File: src/hw/rtl/eavt_pkg.sv
// ----------------------------------------------------------------------------
// eavt_pkg
// Shared constants, register map, configuration and control types for the
// encoder angle and velocity tracker.
// ----------------------------------------------------------------------------
package eavt_pkg;

  // default geometry
  localparam int unsigned COUNT_BITS_DEF = 14;
  localparam int unsigned TURN_LIMIT_DEF = 2000;

  // field widths
  localparam int unsigned TS_W      = 32;
  localparam int unsigned POS_OUT_W = 26;
  localparam int unsigned VEL_W     = 32;
  localparam int unsigned ELEC_W    = 15;
  localparam int unsigned PP_W      = 7;
  localparam int unsigned OFF_W     = 14;

  // time step handling, in microseconds
  localparam int unsigned DT_W = 19;
  localparam logic [TS_W-1:0] DT_MAX     = TS_W'(500000);
  localparam logic [DT_W-1:0] DT_DEFAULT = DT_W'(1000);

  // counts per microsecond to counts per second
  localparam int unsigned SCALE_W = 20;
  localparam logic [SCALE_W-1:0] VEL_SCALE = SCALE_W'(1000000);

  // velocity saturation bounds
  localparam logic [VEL_W-1:0] VEL_MAX = {1'b0, {(VEL_W-1){1'b1}}};
  localparam logic [VEL_W-1:0] VEL_MIN = {1'b1, {(VEL_W-1){1'b0}}};

  // default dividend width of the serial divider
  localparam int unsigned DIV_NUM_W_DEF = 48;

  // apb port
  localparam int unsigned APB_AW = 4;
  localparam int unsigned APB_DW = 32;

  // register reset values
  localparam logic [PP_W-1:0] PP_RESET = PP_W'(7);

  // register map, word index
  typedef enum logic [1:0] {
    REG_REVERSE     = 2'd0,
    REG_PP_COUNT    = 2'd1,
    REG_ZERO_OFFSET = 2'd2
  } reg_idx_t;

  typedef struct packed {
    logic              reverse_direction;
    logic [PP_W-1:0]   pp_count;
    logic [OFF_W-1:0]  elec_zero;
  } cfg_t;

  // controller to datapath
  typedef struct packed {
    logic capture;
    logic unwrap;
    logic diff;
    logic mul;
    logic div_start;
    logic load_out;
  } ctrl_cmd_t;

  // datapath to controller
  typedef struct packed {
    logic div_busy;
  } ctrl_status_t;

endpackage

File: src/hw/rtl/eavt_stream_if.sv
// ----------------------------------------------------------------------------
// eavt_stream_if
// Valid/ready channels for encoder samples and tracker results.
// ----------------------------------------------------------------------------
interface eavt_sample_if #(
  parameter int unsigned COUNT_BITS = eavt_pkg::COUNT_BITS_DEF
);
  import eavt_pkg::*;

  logic                  valid;
  logic                  ready;
  logic [COUNT_BITS-1:0] raw_count;
  logic [TS_W-1:0]       timestamp_us;

  modport source (output valid, raw_count, timestamp_us, input ready);
  modport sink   (input valid, raw_count, timestamp_us, output ready);
endinterface

interface eavt_result_if;
  import eavt_pkg::*;

  logic                        valid;
  logic                        ready;
  logic signed [POS_OUT_W-1:0] shaft_position;
  logic signed [VEL_W-1:0]     shaft_velocity;
  logic signed [ELEC_W-1:0]    electrical_angle;

  modport source (output valid, shaft_position, shaft_velocity, electrical_angle,
                  input ready);
  modport sink   (input valid, shaft_position, shaft_velocity, electrical_angle,
                  output ready);
endinterface

File: src/hw/rtl/eavt_cfg_regs.sv
// ----------------------------------------------------------------------------
// eavt_cfg_regs
// APB register file: direction, pole pairs and electrical zero offset.
// ----------------------------------------------------------------------------
module eavt_cfg_regs (
  input  logic                        clk,
  input  logic                        rst,
  input  logic                        psel,
  input  logic                        penable,
  input  logic                        pwrite,
  input  logic [eavt_pkg::APB_AW-1:0] paddr,
  input  logic [eavt_pkg::APB_DW-1:0] pwdata,
  output logic [eavt_pkg::APB_DW-1:0] prdata,
  output logic                        pready,
  output eavt_pkg::cfg_t              cfg
);
  import eavt_pkg::*;

  reg_idx_t reg_idx;
  logic     wr_en;

  assign pready  = 1'b1;
  assign reg_idx = reg_idx_t'(paddr[APB_AW-1:2]);
  assign wr_en   = psel & penable & pwrite & pready;

  // register writes, unknown words are dropped
  always_ff @(posedge clk) begin
    if (rst) begin
      cfg.reverse_direction <= 1'b0;
      cfg.pp_count          <= PP_RESET;
      cfg.elec_zero         <= '0;
    end else if (wr_en) begin
      case (reg_idx)
        REG_REVERSE:     cfg.reverse_direction <= pwdata[0];
        REG_PP_COUNT:    cfg.pp_count          <= pwdata[PP_W-1:0];
        REG_ZERO_OFFSET: cfg.elec_zero         <= pwdata[OFF_W-1:0];
        default: ;
      endcase
    end
  end

  // read back
  always_comb begin
    case (reg_idx)
      REG_REVERSE:     prdata = APB_DW'(cfg.reverse_direction);
      REG_PP_COUNT:    prdata = APB_DW'(cfg.pp_count);
      REG_ZERO_OFFSET: prdata = APB_DW'(cfg.elec_zero);
      default:         prdata = '0;
    endcase
  end

endmodule

File: src/hw/rtl/eavt_divider.sv
// ----------------------------------------------------------------------------
// eavt_divider
// Restoring unsigned divider, one quotient bit per cycle, MSB first.
// ----------------------------------------------------------------------------
module eavt_divider #(
  parameter int unsigned NUM_W = eavt_pkg::DIV_NUM_W_DEF,
  parameter int unsigned DEN_W = eavt_pkg::DT_W
) (
  input  logic             clk,
  input  logic             rst,
  input  logic             start,
  input  logic [NUM_W-1:0] dividend,
  input  logic [DEN_W-1:0] divisor,
  output logic             busy,
  output logic [NUM_W-1:0] quotient
);
  localparam int unsigned CNT_W = $clog2(NUM_W);
  localparam logic [CNT_W-1:0] CNT_LAST = CNT_W'(NUM_W - 1);

  logic [DEN_W-1:0] rem;
  logic [DEN_W-1:0] rem_next;
  logic [DEN_W-1:0] den;
  logic [NUM_W-1:0] quo;
  logic [CNT_W-1:0] cnt;
  logic [DEN_W:0]   shifted;
  logic [DEN_W:0]   trial;
  logic             take;

  // one trial subtraction
  always_comb begin
    shifted  = {rem, quo[NUM_W-1]};
    trial    = shifted - {1'b0, den};
    take     = (shifted >= {1'b0, den});
    rem_next = take ? trial[DEN_W-1:0] : shifted[DEN_W-1:0];
  end

  // step counter
  always_ff @(posedge clk) begin
    if (rst) begin
      busy <= 1'b0;
      cnt  <= '0;
    end else if (start) begin
      busy <= 1'b1;
      cnt  <= '0;
    end else if (busy) begin
      cnt <= cnt + 1'b1;
      if (cnt == CNT_LAST) begin
        busy <= 1'b0;
      end
    end
  end

  // remainder and quotient shift
  always_ff @(posedge clk) begin
    if (start) begin
      rem <= '0;
      quo <= dividend;
      den <= divisor;
    end else if (busy) begin
      rem <= rem_next;
      quo <= {quo[NUM_W-2:0], take};
    end
  end

  assign quotient = quo;

endmodule

File: src/hw/rtl/eavt_datapath.sv
// ----------------------------------------------------------------------------
// eavt_datapath
// Turn unwrap, position difference, scaling, division and output forming,
// each step fired by a controller command.
// ----------------------------------------------------------------------------
module eavt_datapath #(
  parameter int unsigned COUNT_BITS = eavt_pkg::COUNT_BITS_DEF,
  parameter int unsigned TURN_LIMIT = eavt_pkg::TURN_LIMIT_DEF
) (
  input  logic                                  clk,
  input  logic                                  rst,
  input  eavt_pkg::ctrl_cmd_t                   cmd,
  output eavt_pkg::ctrl_status_t                status,
  input  eavt_pkg::cfg_t                        cfg,
  input  logic [COUNT_BITS-1:0]                 raw_count,
  input  logic [eavt_pkg::TS_W-1:0]             timestamp_us,
  output logic signed [eavt_pkg::POS_OUT_W-1:0] shaft_position,
  output logic signed [eavt_pkg::VEL_W-1:0]     shaft_velocity,
  output logic signed [eavt_pkg::ELEC_W-1:0]    electrical_angle
);
  import eavt_pkg::*;

  localparam int unsigned TURN_W = $clog2(TURN_LIMIT + 1) + 1;
  localparam int unsigned POS_W  = TURN_W + COUNT_BITS;
  localparam int unsigned LPOS_W = POS_W + 1;
  localparam int unsigned MAG_W  = POS_W + 1;
  localparam int unsigned DIFF_W = MAG_W + 1;
  localparam int unsigned PROD_W = MAG_W + SCALE_W;
  localparam int unsigned SH_W   = (POS_W + 1 > POS_OUT_W) ? POS_W + 1 : POS_OUT_W;
  localparam int unsigned EW     = ((COUNT_BITS > OFF_W) ? COUNT_BITS : OFF_W) + 1;
  localparam int unsigned EP_W   = COUNT_BITS + PP_W;

  localparam logic signed [TURN_W-1:0] TL_POS = TURN_W'(TURN_LIMIT);
  localparam logic signed [TURN_W-1:0] TL_NEG = -TL_POS;
  localparam logic signed [TURN_W-1:0] TURN_ONE = TURN_W'(1);
  localparam logic signed [LPOS_W-1:0] TURN_SPAN =
    LPOS_W'(longint'(TURN_LIMIT) << COUNT_BITS);
  localparam logic [COUNT_BITS+2:0] WRAP_LIM = (COUNT_BITS + 3)'(4) << COUNT_BITS;

  // sample and tracking state
  logic [COUNT_BITS-1:0]     raw_q;
  logic [TS_W-1:0]           ts_q;
  logic [COUNT_BITS-1:0]     last_raw;
  logic signed [TURN_W-1:0]  turn_count;
  logic signed [LPOS_W-1:0]  last_position;
  logic [TS_W-1:0]           last_timestamp;

  // intermediate results
  logic signed [POS_W-1:0]   pos_q;
  logic [DT_W-1:0]           dt_q;
  logic [MAG_W-1:0]          diff_mag;
  logic                      diff_neg;
  logic [PROD_W-1:0]         prod;
  logic [PROD_W-1:0]         quot;

  // unwrap logic
  logic signed [COUNT_BITS:0] jump;
  logic [COUNT_BITS-1:0]      jump_mag;
  logic [COUNT_BITS+2:0]      jump5;
  logic                       wrap;
  logic signed [TURN_W-1:0]   turn_step;
  logic signed [TURN_W-1:0]   tc_wrapped;
  logic signed [TURN_W-1:0]   tc_next;
  logic signed [LPOS_W-1:0]   lpos_adj;
  logic [TS_W-1:0]            dt_raw;
  logic [DT_W-1:0]            dt_sel;

  always_comb begin
    jump     = $signed({1'b0, raw_q}) - $signed({1'b0, last_raw});
    jump_mag = jump[COUNT_BITS] ? COUNT_BITS'(-jump) : jump[COUNT_BITS-1:0];
    jump5    = {1'b0, jump_mag, 2'b00} + (COUNT_BITS + 3)'(jump_mag);
    wrap     = (jump5 > WRAP_LIM);
    // a forward jump past the wrap means the shaft went back a turn
    if (!wrap) begin
      turn_step = '0;
    end else if (jump[COUNT_BITS]) begin
      turn_step = TURN_ONE;
    end else begin
      turn_step = -TURN_ONE;
    end
    tc_wrapped = turn_count + turn_step;
    // turn counter limit, the old position follows so velocity has no step
    if (tc_wrapped >= TL_POS) begin
      tc_next  = '0;
      lpos_adj = last_position - TURN_SPAN;
    end else if (tc_wrapped <= TL_NEG) begin
      tc_next  = '0;
      lpos_adj = last_position + TURN_SPAN;
    end else begin
      tc_next  = tc_wrapped;
      lpos_adj = last_position;
    end
    // time step with fallback
    dt_raw = ts_q - last_timestamp;
    if (dt_raw == '0 || dt_raw > DT_MAX) begin
      dt_sel = DT_DEFAULT;
    end else begin
      dt_sel = dt_raw[DT_W-1:0];
    end
  end

  // position difference
  logic signed [DIFF_W-1:0] diff;

  always_comb begin
    diff = DIFF_W'(pos_q) - DIFF_W'(last_position);
  end

  // tracking state
  always_ff @(posedge clk) begin
    if (rst) begin
      last_raw       <= '0;
      turn_count     <= '0;
      last_position  <= '0;
      last_timestamp <= '0;
    end else if (cmd.unwrap) begin
      last_raw       <= raw_q;
      turn_count     <= tc_next;
      last_position  <= lpos_adj;
      last_timestamp <= ts_q;
    end else if (cmd.diff) begin
      last_position  <= LPOS_W'(pos_q);
    end
  end

  // working registers
  always_ff @(posedge clk) begin
    if (cmd.capture) begin
      raw_q <= raw_count;
      ts_q  <= timestamp_us;
    end
    if (cmd.unwrap) begin
      pos_q <= $signed({tc_next, raw_q});
      dt_q  <= dt_sel;
    end
    if (cmd.diff) begin
      diff_neg <= diff[DIFF_W-1];
      diff_mag <= diff[DIFF_W-1] ? MAG_W'(-diff) : diff[MAG_W-1:0];
    end
    if (cmd.mul) begin
      prod <= PROD_W'(diff_mag) * PROD_W'(VEL_SCALE);
    end
  end

  // scaled difference over time step
  eavt_divider #(
    .NUM_W(PROD_W),
    .DEN_W(DT_W)
  ) u_div (
    .clk      (clk),
    .rst      (rst),
    .start    (cmd.div_start),
    .dividend (prod),
    .divisor  (dt_q),
    .busy     (status.div_busy),
    .quotient (quot)
  );

  // output forming: direction, saturation, electrical angle
  logic                     vel_neg;
  logic                     over_pos;
  logic                     over_neg;
  logic [VEL_W-1:0]         vel_mag;
  logic [VEL_W-1:0]         vel_c;
  logic signed [SH_W-1:0]   pos_ext;
  logic signed [SH_W-1:0]   shaft_full;
  logic [EP_W-1:0]          elec_prod;
  logic signed [EW-1:0]     elec_full;

  always_comb begin
    vel_neg  = diff_neg ^ cfg.reverse_direction;
    vel_mag  = quot[VEL_W-1:0];
    over_pos = |quot[PROD_W-1:VEL_W-1];
    over_neg = (|quot[PROD_W-1:VEL_W]) || (quot[VEL_W-1] && (|quot[VEL_W-2:0]));
    if (!vel_neg) begin
      vel_c = over_pos ? VEL_MAX : vel_mag;
    end else begin
      vel_c = over_neg ? VEL_MIN : -vel_mag;
    end
    pos_ext    = SH_W'(pos_q);
    shaft_full = cfg.reverse_direction ? -pos_ext : pos_ext;
    elec_prod  = EP_W'(shaft_full[COUNT_BITS-1:0]) * EP_W'(cfg.pp_count);
    elec_full  = EW'(elec_prod[COUNT_BITS-1:0]) - EW'(cfg.elec_zero);
  end

  // result register
  always_ff @(posedge clk) begin
    if (cmd.load_out) begin
      shaft_position   <= shaft_full[POS_OUT_W-1:0];
      shaft_velocity   <= vel_c;
      electrical_angle <= elec_full[ELEC_W-1:0];
    end
  end

endmodule

File: src/hw/rtl/eavt_ctrl.sv
// ----------------------------------------------------------------------------
// eavt_ctrl
// Sequencer: takes one item, walks the datapath through its steps and
// holds the result valid until taken.
// ----------------------------------------------------------------------------
module eavt_ctrl (
  input  logic                   clk,
  input  logic                   rst,
  input  logic                   in_valid,
  output logic                   in_ready,
  output logic                   out_valid,
  input  logic                   out_ready,
  output eavt_pkg::ctrl_cmd_t    cmd,
  input  eavt_pkg::ctrl_status_t status
);
  import eavt_pkg::*;

  typedef enum logic [6:0] {
    ST_IDLE   = 7'b0000001,
    ST_UNWRAP = 7'b0000010,
    ST_DIFF   = 7'b0000100,
    ST_MUL    = 7'b0001000,
    ST_START  = 7'b0010000,
    ST_DIV    = 7'b0100000,
    ST_FIN    = 7'b1000000
  } state_t;

  state_t state;
  state_t state_next;
  logic   out_valid_next;

  // next state and commands
  always_comb begin
    state_next = state;
    cmd        = '0;
    in_ready   = 1'b0;
    case (state)
      ST_IDLE: begin
        in_ready = 1'b1;
        if (in_valid) begin
          cmd.capture = 1'b1;
          state_next  = ST_UNWRAP;
        end
      end
      ST_UNWRAP: begin
        cmd.unwrap = 1'b1;
        state_next = ST_DIFF;
      end
      ST_DIFF: begin
        cmd.diff   = 1'b1;
        state_next = ST_MUL;
      end
      ST_MUL: begin
        cmd.mul    = 1'b1;
        state_next = ST_START;
      end
      ST_START: begin
        cmd.div_start = 1'b1;
        state_next    = ST_DIV;
      end
      ST_DIV: begin
        if (!status.div_busy) begin
          state_next = ST_FIN;
        end
      end
      ST_FIN: begin
        // wait for the output register to free up
        if (!out_valid || out_ready) begin
          cmd.load_out = 1'b1;
          state_next   = ST_IDLE;
        end
      end
      default: state_next = ST_IDLE;
    endcase
  end

  // output valid flag
  always_comb begin
    if (cmd.load_out) begin
      out_valid_next = 1'b1;
    end else if (out_ready) begin
      out_valid_next = 1'b0;
    end else begin
      out_valid_next = out_valid;
    end
  end

  always_ff @(posedge clk) begin
    if (rst) begin
      state     <= ST_IDLE;
      out_valid <= 1'b0;
    end else begin
      state     <= state_next;
      out_valid <= out_valid_next;
    end
  end

endmodule

File: src/hw/rtl/encoder_angle_velocity_tracker.sv
// ----------------------------------------------------------------------------
// encoder_angle_velocity_tracker
// Multi-turn unwrap of an absolute encoder, velocity in counts per second and
// electrical angle, with an APB register port.
// ----------------------------------------------------------------------------
// steps per item: capture, unwrap, position difference, scaling, divider
//   start, division, output load; the divider width P is the position
//   difference bits plus 20 (47 at default settings), one quotient bit per
//   cycle for the velocity; a new item is taken only after the last is loaded
// a finished result waits in the output register while the next item is taken
// reset (rst, synchronous): tracking state and counters cleared, registers to
//   reverse 0, pole pairs 7, offset 0
module encoder_angle_velocity_tracker #(
  parameter int unsigned COUNT_BITS = eavt_pkg::COUNT_BITS_DEF,
  parameter int unsigned TURN_LIMIT = eavt_pkg::TURN_LIMIT_DEF
) (
  input  logic                        clk,
  input  logic                        rst,
  input  logic                        psel,
  input  logic                        penable,
  input  logic                        pwrite,
  input  logic [eavt_pkg::APB_AW-1:0] paddr,
  input  logic [eavt_pkg::APB_DW-1:0] pwdata,
  output logic [eavt_pkg::APB_DW-1:0] prdata,
  output logic                        pready,
  eavt_sample_if.sink                 enc_sample,
  eavt_result_if.source               track_result
);
  import eavt_pkg::*;

  cfg_t         cfg;
  ctrl_cmd_t    cmd;
  ctrl_status_t status;

  // configuration registers
  eavt_cfg_regs u_cfg (
    .clk     (clk),
    .rst     (rst),
    .psel    (psel),
    .penable (penable),
    .pwrite  (pwrite),
    .paddr   (paddr),
    .pwdata  (pwdata),
    .prdata  (prdata),
    .pready  (pready),
    .cfg     (cfg)
  );

  // sequencer
  eavt_ctrl u_ctrl (
    .clk       (clk),
    .rst       (rst),
    .in_valid  (enc_sample.valid),
    .in_ready  (enc_sample.ready),
    .out_valid (track_result.valid),
    .out_ready (track_result.ready),
    .cmd       (cmd),
    .status    (status)
  );

  // arithmetic
  eavt_datapath #(
    .COUNT_BITS(COUNT_BITS),
    .TURN_LIMIT(TURN_LIMIT)
  ) u_dp (
    .clk              (clk),
    .rst              (rst),
    .cmd              (cmd),
    .status           (status),
    .cfg              (cfg),
    .raw_count        (enc_sample.raw_count),
    .timestamp_us     (enc_sample.timestamp_us),
    .shaft_position   (track_result.shaft_position),
    .shaft_velocity   (track_result.shaft_velocity),
    .electrical_angle (track_result.electrical_angle)
  );

endmodule

File: src/flat_wrapper.sv
// flat-port wrapper written by rule: the top's interface ports become plain ports
module encoder_angle_velocity_tracker_flat import eavt_pkg::*;
#(
  parameter int unsigned COUNT_BITS = eavt_pkg::COUNT_BITS_DEF,
  parameter int unsigned TURN_LIMIT = eavt_pkg::TURN_LIMIT_DEF
)
  (clk, rst, psel, penable, pwrite, paddr, pwdata, prdata, pready, enc_sample_valid, enc_sample_raw_count, enc_sample_timestamp_us, enc_sample_ready, track_result_valid, track_result_shaft_position, track_result_shaft_velocity, track_result_electrical_angle, track_result_ready);
  eavt_sample_if #(.COUNT_BITS(COUNT_BITS)) enc_sample_i ();
  eavt_result_if track_result_i ();
  input  logic clk;
  input  logic rst;
  input  logic psel;
  input  logic penable;
  input  logic pwrite;
  input  logic [eavt_pkg::APB_AW-1:0] paddr;
  input  logic [eavt_pkg::APB_DW-1:0] pwdata;
  output logic [eavt_pkg::APB_DW-1:0] prdata;
  output logic pready;
  input wire logic [$bits(enc_sample_i.valid)-1:0] enc_sample_valid;
  input wire logic [$bits(enc_sample_i.raw_count)-1:0] enc_sample_raw_count;
  input wire logic [$bits(enc_sample_i.timestamp_us)-1:0] enc_sample_timestamp_us;
  output wire logic [$bits(enc_sample_i.ready)-1:0] enc_sample_ready;
  output wire logic [$bits(track_result_i.valid)-1:0] track_result_valid;
  output wire logic [$bits(track_result_i.shaft_position)-1:0] track_result_shaft_position;
  output wire logic [$bits(track_result_i.shaft_velocity)-1:0] track_result_shaft_velocity;
  output wire logic [$bits(track_result_i.electrical_angle)-1:0] track_result_electrical_angle;
  input wire logic [$bits(track_result_i.ready)-1:0] track_result_ready;
  assign enc_sample_i.valid = enc_sample_valid;
  assign enc_sample_i.raw_count = enc_sample_raw_count;
  assign enc_sample_i.timestamp_us = enc_sample_timestamp_us;
  assign enc_sample_ready = enc_sample_i.ready;
  assign track_result_valid = track_result_i.valid;
  assign track_result_shaft_position = track_result_i.shaft_position;
  assign track_result_shaft_velocity = track_result_i.shaft_velocity;
  assign track_result_electrical_angle = track_result_i.electrical_angle;
  assign track_result_i.ready = track_result_ready;
  encoder_angle_velocity_tracker #(.COUNT_BITS(COUNT_BITS), .TURN_LIMIT(TURN_LIMIT)) u_core (.clk(clk), .rst(rst), .psel(psel), .penable(penable), .pwrite(pwrite), .paddr(paddr), .pwdata(pwdata), .prdata(prdata), .pready(pready), .enc_sample(enc_sample_i), .track_result(track_result_i));
endmodule
File: config.mk
export PLATFORM = sky130hd
export DESIGN_NAME = encoder_angle_velocity_tracker_flat
export DESIGN_NICKNAME = d
export VERILOG_FILES = /design/src/hw/rtl/eavt_pkg.sv /design/src/hw/rtl/eavt_stream_if.sv /design/src/hw/rtl/eavt_cfg_regs.sv /design/src/hw/rtl/eavt_divider.sv /design/src/hw/rtl/eavt_datapath.sv /design/src/hw/rtl/eavt_ctrl.sv /design/src/hw/rtl/encoder_angle_velocity_tracker.sv /design/src/flat_wrapper.sv
export SDC_FILE = /design/constraint.sdc
export NUM_CORES = 1
export LEC_CHECK = 0
export ABC_AREA = 1
export BUFFER_PORTS_ARGS = -buffer_cell sky130_fd_sc_hd__buf_2
export CAP_MARGIN = 20
export CORE_AREA = 2 2 245 247
export CTS_CLUSTER_DIAMETER = 200
export DETAILED_ROUTE_END_ITERATION = 6
export DIE_AREA = 0 0 247 249
export PLACE_DENSITY = 0.78
export SLEW_MARGIN = 10
export SYNTH_ARGS = -nofsm -noshare
export SYNTH_HDL_FRONTEND = slang
export SYNTH_HIERARCHICAL = 1
export SYNTH_SLANG_ARGS = --single-unit
File: constraint.sdc
create_clock -name clk -period 8.7 [get_ports clk]
set_input_delay 1.74 -clock clk [delete_from_list [all_inputs] [get_ports clk]]
set_output_delay 1.74 -clock clk [all_outputs]
set_load 0.01 [all_outputs]
==> impl_metrics.tcl, run 1 <==
set metrics [dict create \
    setup_viol 0 \
    fin_crit_sh_pct 95.6 \
    cellInternalPower_mw 5.98 \
    routabilityCongestion 0.921 \
    cts_tree "built" \
    hpwl_um 52500 \
    r2r_start "u_core/u_dp/raw_q[0]$_DFFE_PP_" \
    clock_sinks 440 \
    max_stage_delay_ps 410 \
    hold_viol 0 \
    power.density_nw_per_um2 282 \
    ctsHtreeMaxLevel 2 \
    io_pins 197 \
    hold_start "u_core/u_dp/dt_q[4]$_SDFFCE_PP0P_" \
    drive_above_1_share_pct 10.9 \
    ctsHoldBuffers 0 \
    nets 4605 \
    regToRegEndpoint "u_core/u_dp/last_position[26]$_SDFFE_PP0P_" \
    diodes 0 \
    status "finished clean" \
    via_count 25600 \
    drt_iter0_drc 1554 \
    yosysSeqAreaShare_pct 35.6 \
    fillCellCount 4882 \
    route.detailed.drc 0 \
    cts_buffer_depth 3 \
    ys_types 67 \
    startpoint_type "flop" \
    synth_common_cells "778 x nand2_1, 633 x inv_1, 299 x edfxtp_1, 294 x ha_1, 293 x nor2_1" \
    routed_wl_um 70000 \
    r2r_cells 60 \
    yosys.area.top_type_share_pct 27.1 \
    start_util_pct 56.5 \
    max_cap_violations 0 \
    synth_edf_count 299 \
    num_rows 89 \
    finalClockSkew_ps 27.5 \
    syn2layout_area_growth_pct 10.6 \
    syn_inst 3888 \
    dr.pass1.iters 5 \
    hold_path_class "reg2reg" \
    whs_endpoint "u_core/u_dp/u_div/den[4]$_DFFE_PP_" \
    cp.required_ps 9200 \
    cts_buffers 48 \
    cp_max_fo 7 \
    critPathSlowestCell "edfxtp_1" \
    yosysWarningCount 6 \
    overflow 0 \
    min_period_ps 8310 \
    cellLeakagePower_nw 16.8 \
    avgSynthCellArea_um2 8.52 \
    slew_headroom_pct 31.9 \
    die_area_um2 61500 \
    seq_power_share_pct 26.7 \
    p_clk_share_pct 20.4 \
    grt_pass1_wl_um 116000 \
    core_um2 58700 \
    ir_drop_uv 386 \
    max_freq_mhz 120 \
    comb_power_share_pct 52.9 \
    yosys.area.top_type "edfxtp_1" \
    synth_area_leaders "edfxtp_1 27%, ha_1 11%, fa_1 9.7%" \
    ys.flop_type "edfxtp_1" \
    path_clk_slew_ps 70 \
    p_total_mw 10.3 \
    rrSetupSlack_ps 390 \
    grt_use_total_pct 22.7 \
    rsz0062_at_grt "yes" \
    worst_pin_slew_ps 1020 \
    cp.arrival_ps 8810 \
    cp-end-kind "flop" \
    grt_antenna_before_repair 0 \
    clk_latency_ps 600 \
    final_max_slew_viol_count 0 \
    ant_nets 0 \
    syn_area_um2 33100 \
    holdPathStages 0 \
    root_buffer "clkbuf_16" \
    grt_pass1_vias 24500 \
    power.switching_mw 4.35 \
    switching_share_pct 42.1 \
    critPathKind "reg2reg" \
    vias_per_cell 5.25 \
    wl_per_cell_um 14.4 \
    synthArstFlopShare_pct 0 \
    die_h_um 249 \
    ys_ff_latch 440 \
    synth_most_common_cell "nand2_1" \
    port_buffers 157 \
    die_w_um 247 \
    grt_max_degree 94 \
    tns_ps 0 \
]
-- power by group through the flow --
stage	registers [mW]	logic [mW]	clock network (mW)
after floorplan	2.77	4.14	0
after global placement	2.79	5.06	0
after detailed placement	2.80	5.20	0
after CTS	2.76	5.26	2.16
after global routing	2.78	6.21	2.24
final	2.76	5.47	2.11
-- through the flow --
stage	std cells	utilization (%)	area [um2]	hold WS (ps)	setup slack, ps
floorplan	3910	-	33200	400	267
global route	4874	62.5	36700	424	-267
CTS	4858	61.9	36300	422	17.5
global placement	4766	59.0	34600	402	67.4
finish	4874	62.5	36700	418	386
detailed placement	4767	59.0	34600	405	-209
-- kinds of logic after synthesis --
| kind of cell | synth area share, % |
|---|---|
| other | 0.0340 |
| multiplexers | 0.0906 |
| buffers and inverters | 8.94 |
| XOR/XNOR | 5.81 |
| AND/OR/NAND/NOR | 19.7 |
| AO/OA/AOI/OAI | 9.00 |
| flip-flops | 35.6 |
| adder cells (fa/ha/maj) | 20.8 |
-- cells in the final DEF (no fill, tap or decap), types with 10 or more instances in the layout --
| cell type | synthesis | final |
|---|---|---|
| a21oi_1 | 253 | 244 |
| nand3b_1 | 18 | 18 |
| o21ai_0 | 198 | 197 |
| a21o_1 | 11 | 11 |
| o21ai_1 | 14 | 14 |
| nand2_1 | 778 | 773 |
| inv_1 | 633 | 626 |
| nor3_1 | 46 | 46 |
| xnor2_1 | 77 | 77 |
| xor2_1 | 143 | 140 |
| nor2_1 | 293 | 289 |
| edfxtp_1 | 299 | 299 |
| a21oi_2 | 4 | 12 |
| fa_1 | 160 | 156 |
| conb_1 | 3 | 25 |
| clkbuf_16 | 0 | 49 |
| clkinv_1 | 7 | 10 |
| inv_2 | 10 | 16 |
| nand4_1 | 28 | 28 |
| o21bai_1 | 13 | 10 |
| dfxtp_1 | 141 | 141 |
| nand3_1 | 179 | 176 |
| buf_2 | 5 | 157 |
| nor4_1 | 13 | 11 |
| nor2_2 | 16 | 17 |
| ha_1 | 294 | 286 |
| nand2_2 | 36 | 40 |
| buf_4 | 24 | 39 |
| nand3_2 | 19 | 22 |
-- timing repair --
action                                  in CTS  in global routing
pin swaps                                    2                 44
setup buffers                                2                 16
endpoints found under the setup margin       2                  4
resized for setup                            2                 54
-- final cells by class --
type                    count  area [um2]  share of cell area [%]
multi-input cells        2726       18700                    51.1
flip-flops and latches    440       11800                    32.2
inverters                 650        2450                    6.68
clock buffers              63        1320                    3.61
repair buffers            196        1080                    2.94
well taps                 773         967                    2.64
clock inverters            26         314                   0.857
-- routing by layer --
metal	up-vias	wire (um)	share of wire, %	track usage [%]
li1	12900	-	-	-
met1	11900	31200	45	30.4
met2	617	33400	48	38.2
met3	138	3370	4.8	3.06
met4	0	2010	2.9	6.90
met5	-	0	0	0
-- worst max-delay path by stage --
stage | startpoint | to | slack (ps) | depth (start not counted)
finish | u_core/u_dp/raw_q[0]$_DFFE_PP_ | u_core/u_dp/last_position[26]$_SDFFE_PP0P_ | 390 | 60
global placement | u_core/u_dp/raw_q[0]$_DFFE_PP_ | u_core/u_dp/last_position[26]$_SDFFE_PP0P_ | 70 | 61
global route | u_core/u_dp/raw_q[0]$_DFFE_PP_ | u_core/u_dp/last_position[26]$_SDFFE_PP0P_ | -270 | 62
floorplan | u_core/u_dp/raw_q[0]$_DFFE_PP_ | u_core/u_dp/last_position[26]$_SDFFE_PP0P_ | 270 | 62
CTS | u_core/u_dp/raw_q[0]$_DFFE_PP_ | u_core/u_dp/last_position[26]$_SDFFE_PP0P_ | 20 | 60
detailed placement | u_core/u_dp/raw_q[0]$_DFFE_PP_ | u_core/u_dp/last_position[26]$_SDFFE_PP0P_ | -210 | 61
-- state kept, by name, indices dropped and copies added, names as in the netlist --
name	count
u_core/u_cfg/cfg	22
u_core/u_ctrl/out_valid	1
u_core/u_ctrl/state	7
u_core/u_dp/diff_mag	27
u_core/u_dp/diff_neg	1
u_core/u_dp/dt_q	19
u_core/u_dp/electrical_angle	15
u_core/u_dp/last_position	27
u_core/u_dp/last_raw	14
u_core/u_dp/last_timestamp	32
u_core/u_dp/pos_q	26
u_core/u_dp/prod	41
u_core/u_dp/raw_q	14
u_core/u_dp/shaft_position	26
u_core/u_dp/shaft_velocity	32
u_core/u_dp/ts_q	32
u_core/u_dp/turn_count	12
u_core/u_dp/u_div/busy	1
u_core/u_dp/u_div/cnt	6
u_core/u_dp/u_div/den	19
u_core/u_dp/u_div/quotient	47
u_core/u_dp/u_div/rem	19
-- worst max-delay path: cells and delay by family, from the launching register on --
kind / cells / cell delay (ps)
compound gates: 8 / 1030
xor+xnor: 4 / 710
fa+ha+maj: 7 / 1940
buf+inv: 9 / 870
flops: 1 / 410
simple gates: 32 / 3200
(Power assumes the default switching activity.)
==> inputs of run 2 (changes only) <==
--- a/config.mk
+++ b/config.mk
@@ -12,7 +12,7 @@
 export CTS_CLUSTER_DIAMETER = 200
 export DETAILED_ROUTE_END_ITERATION = 6
 export DIE_AREA = 0 0 247 249
-export PLACE_DENSITY = 0.78
+export PLACE_DENSITY = 0.75
 export SLEW_MARGIN = 10
 export SYNTH_ARGS = -nofsm -noshare
 export SYNTH_HDL_FRONTEND = slang
==> constraint.sdc (replaced) <==
create_clock -name clk -period 8.7 [get_ports clk]
set_input_delay 1.74 -clock clk [delete_from_list [all_inputs] [get_ports clk]]
set_output_delay 1.74 -clock clk [all_outputs]
set_load 0.05 [all_outputs]
==> run 2 against run 1 <==
Total power is 2.0% higher. Cell count is 0.25% higher. Sequential cell count stayed put. Fmax is 1.3% lower. Register-to-register slack worse by 110 ps. Largest power group unchanged. Sequential share of layout area is 0.14 points lower.
==> impl_metrics.tcl, run 2 (synthesis results as in run 1) <==
set metrics [dict create \
    status "finished clean" \
    path_clk_slew_ps 60 \
    power.switching_mw 4.52 \
    syn2layout_area_growth_pct 11.1 \
    setup_viol 0 \
    cellInternalPower_mw 6.02 \
    core_um2 58700 \
    grt_antenna_before_repair 0 \
    crit_cells 62 \
    hold_path_class "reg2reg" \
    power.density_nw_per_um2 286 \
    die_area_um2 61500 \
    final_cells 4886 \
    num_rows 89 \
    clock_sinks 440 \
    nets 4616 \
    vias_per_cell 5.21 \
    ant_nets 0 \
    switching_share_pct 42.9 \
    final_util_pct 62.7 \
    cp-end-kind "flop" \
    port_buffers 157 \
    rrSetupSlack_ps 280 \
    r2r_start "u_core/u_dp/raw_q[0]$_DFFE_PP_" \
    crit_path_frequent_cell "nor2_1" \
    max_freq_mhz 119 \
    cellLeakagePower_nw 16.8 \
    min_period_ps 8420 \
    hold_viol 0 \
    comb_power_share_pct 54.2 \
    routed_wl_um 69500 \
    cp-endpoint "u_core/u_dp/last_position[26]$_SDFFE_PP0P_" \
    dr.pass1.iters 5 \
    route.detailed.drc 0 \
    finalClockSkew_ps 23.5 \
    routabilityCongestion 0.903 \
    crit_start "u_core/u_dp/raw_q[0]$_DFFE_PP_" \
    cts_buffer_depth 3 \
    slew_headroom_pct 31.2 \
    final_max_slew_viol_count 0 \
    drt_iter0_drc 1410 \
    root_buffer "clkbuf_16" \
    p_clk_share_pct 19.6 \
    final_cell_mix "774 x nand2_1, 623 x inv_1, 299 x edfxtp_1" \
    diodes 0 \
    rsz0062_at_grt "yes" \
    hpwl_um 52400 \
    via_count 25500 \
    max_stage_delay_ps 410 \
    place_inst 4768 \
    clk_latency_ps 600 \
    ir_drop_uv 320 \
    cp.arrival_ps 8920 \
    grt_pass1_wl_um 115000 \
    wl_per_cell_um 14.2 \
    layout_commonest_cell "nand2_1" \
    io_pins 197 \
    grt_use_total_pct 22.5 \
    ctsHtreeMaxLevel 2 \
    grt_pass1_vias 24100 \
    largest_reg_flops 47 \
    regToRegEndpoint "u_core/u_dp/last_position[26]$_SDFFE_PP0P_" \
    start_util_pct 56.5 \
    cp.required_ps 9200 \
    path_buf_inv 10 \
    overflow 0 \
    die_h_um 249 \
    cp_max_fo 6 \
    drive_above_1_share_pct 11.3 \
    die_w_um 247 \
    max_cap_violations 0 \
    worst_pin_slew_ps 1030 \
    critPathKind "reg2reg" \
    cts_buffers 48 \
    startpoint_type "flop" \
    r2r_cells 62 \
    seq_power_share_pct 26.2 \
    cp_top_family "simple AND/OR/NAND/NOR gates" \
    fin_crit_sh_pct 96.8 \
    critPathSlowestCell "fa_2" \
    p_total_mw 10.5 \
    grt_max_degree 86 \
    cts_tree "built" \
]
-- run 2: cell types whose count changed in the layout (fill, tap and decap cells not counted), moves of 3 or more --
cell	previous run	this run
buf_4	39	45
ha_1	286	281
ha_4	6	11
inv_2	16	20
nor2_2	17	13
nor2_4	9	13
buf_12	0	3
clkinv_2	6	9
inv_1	626	623
-- run 2: layer usage --
layer	vias to the layer above	GRT usage (%)	routed length [um]	share of wire [%]
met5	-	0	0	0
met4	0	6.33	1540	2.2
met3	98	2.78	3160	4.5
met2	497	37.7	33500	48
met1	11900	30.6	31300	45
li1	13000	-	-	-
-- run 2: power groups by stage --
stage	clock network (mW)	logic (mW)	registers (mW)
floorplan	0	4.17	2.84
global placement	0	5.16	2.79
detailed placement	0	5.29	2.80
CTS	2.12	5.37	2.76
global route	2.20	6.44	2.78
finish	2.07	5.71	2.76
-- run 2: cell type report --
class	count	area (um2)
flip-flops and latches	440	11800
clock inverters	30	328
well taps	773	967
clock buffers	60	1270
multi-input cells	2726	18800
inverters	650	2450
repair buffers	207	1210
fillers	4909	21900
-- run 2: worst min path at each step --
stage | from | to | slack (ps) | cells after the start
after global placement | u_core/u_dp/dt_q[3]$_SDFFCE_PP1P_ | u_core/u_dp/u_div/den[3]$_DFFE_PP_ | 400 | 0
after global routing | u_core/u_dp/dt_q[9]$_SDFFCE_PP1P_ | u_core/u_dp/u_div/den[9]$_DFFE_PP_ | 430 | 0
final | u_core/u_dp/dt_q[14]$_SDFFCE_PP0P_ | u_core/u_dp/u_div/den[14]$_DFFE_PP_ | 420 | 0
after detailed placement | u_core/u_dp/dt_q[11]$_SDFFCE_PP0P_ | u_core/u_dp/u_div/den[11]$_DFFE_PP_ | 400 | 0
after floorplan | u_core/u_dp/dt_q[0]$_SDFFCE_PP0P_ | u_core/u_dp/u_div/den[0]$_DFFE_PP_ | 400 | 0
after CTS | u_core/u_dp/dt_q[6]$_SDFFCE_PP1P_ | u_core/u_dp/u_div/den[6]$_DFFE_PP_ | 420 | 0
-- run 2: metrics by stage --
step | hold slack, ps | TNS, ps | worst slack [ps] | area, um2
after floorplan | 400 | 0 | 267 | 33200
after global placement | 403 | 0 | 30.0 | 34600
after detailed placement | 405 | -223 | -152 | 34700
after CTS | 418 | 0 | 0.506 | 36300
after global routing | 431 | -629 | -350 | 36800
final | 421 | 0 | 280 | 36800
-- run 2: repair_timing --
action / in CTS / in global routing
hold buffers: 0 / 0
endpoints found under the setup margin: 2 / 8
cloned: 0 / 0
pin swaps: 0 / 48
setup buffers: 3 / 25
resized for setup: 2 / 67
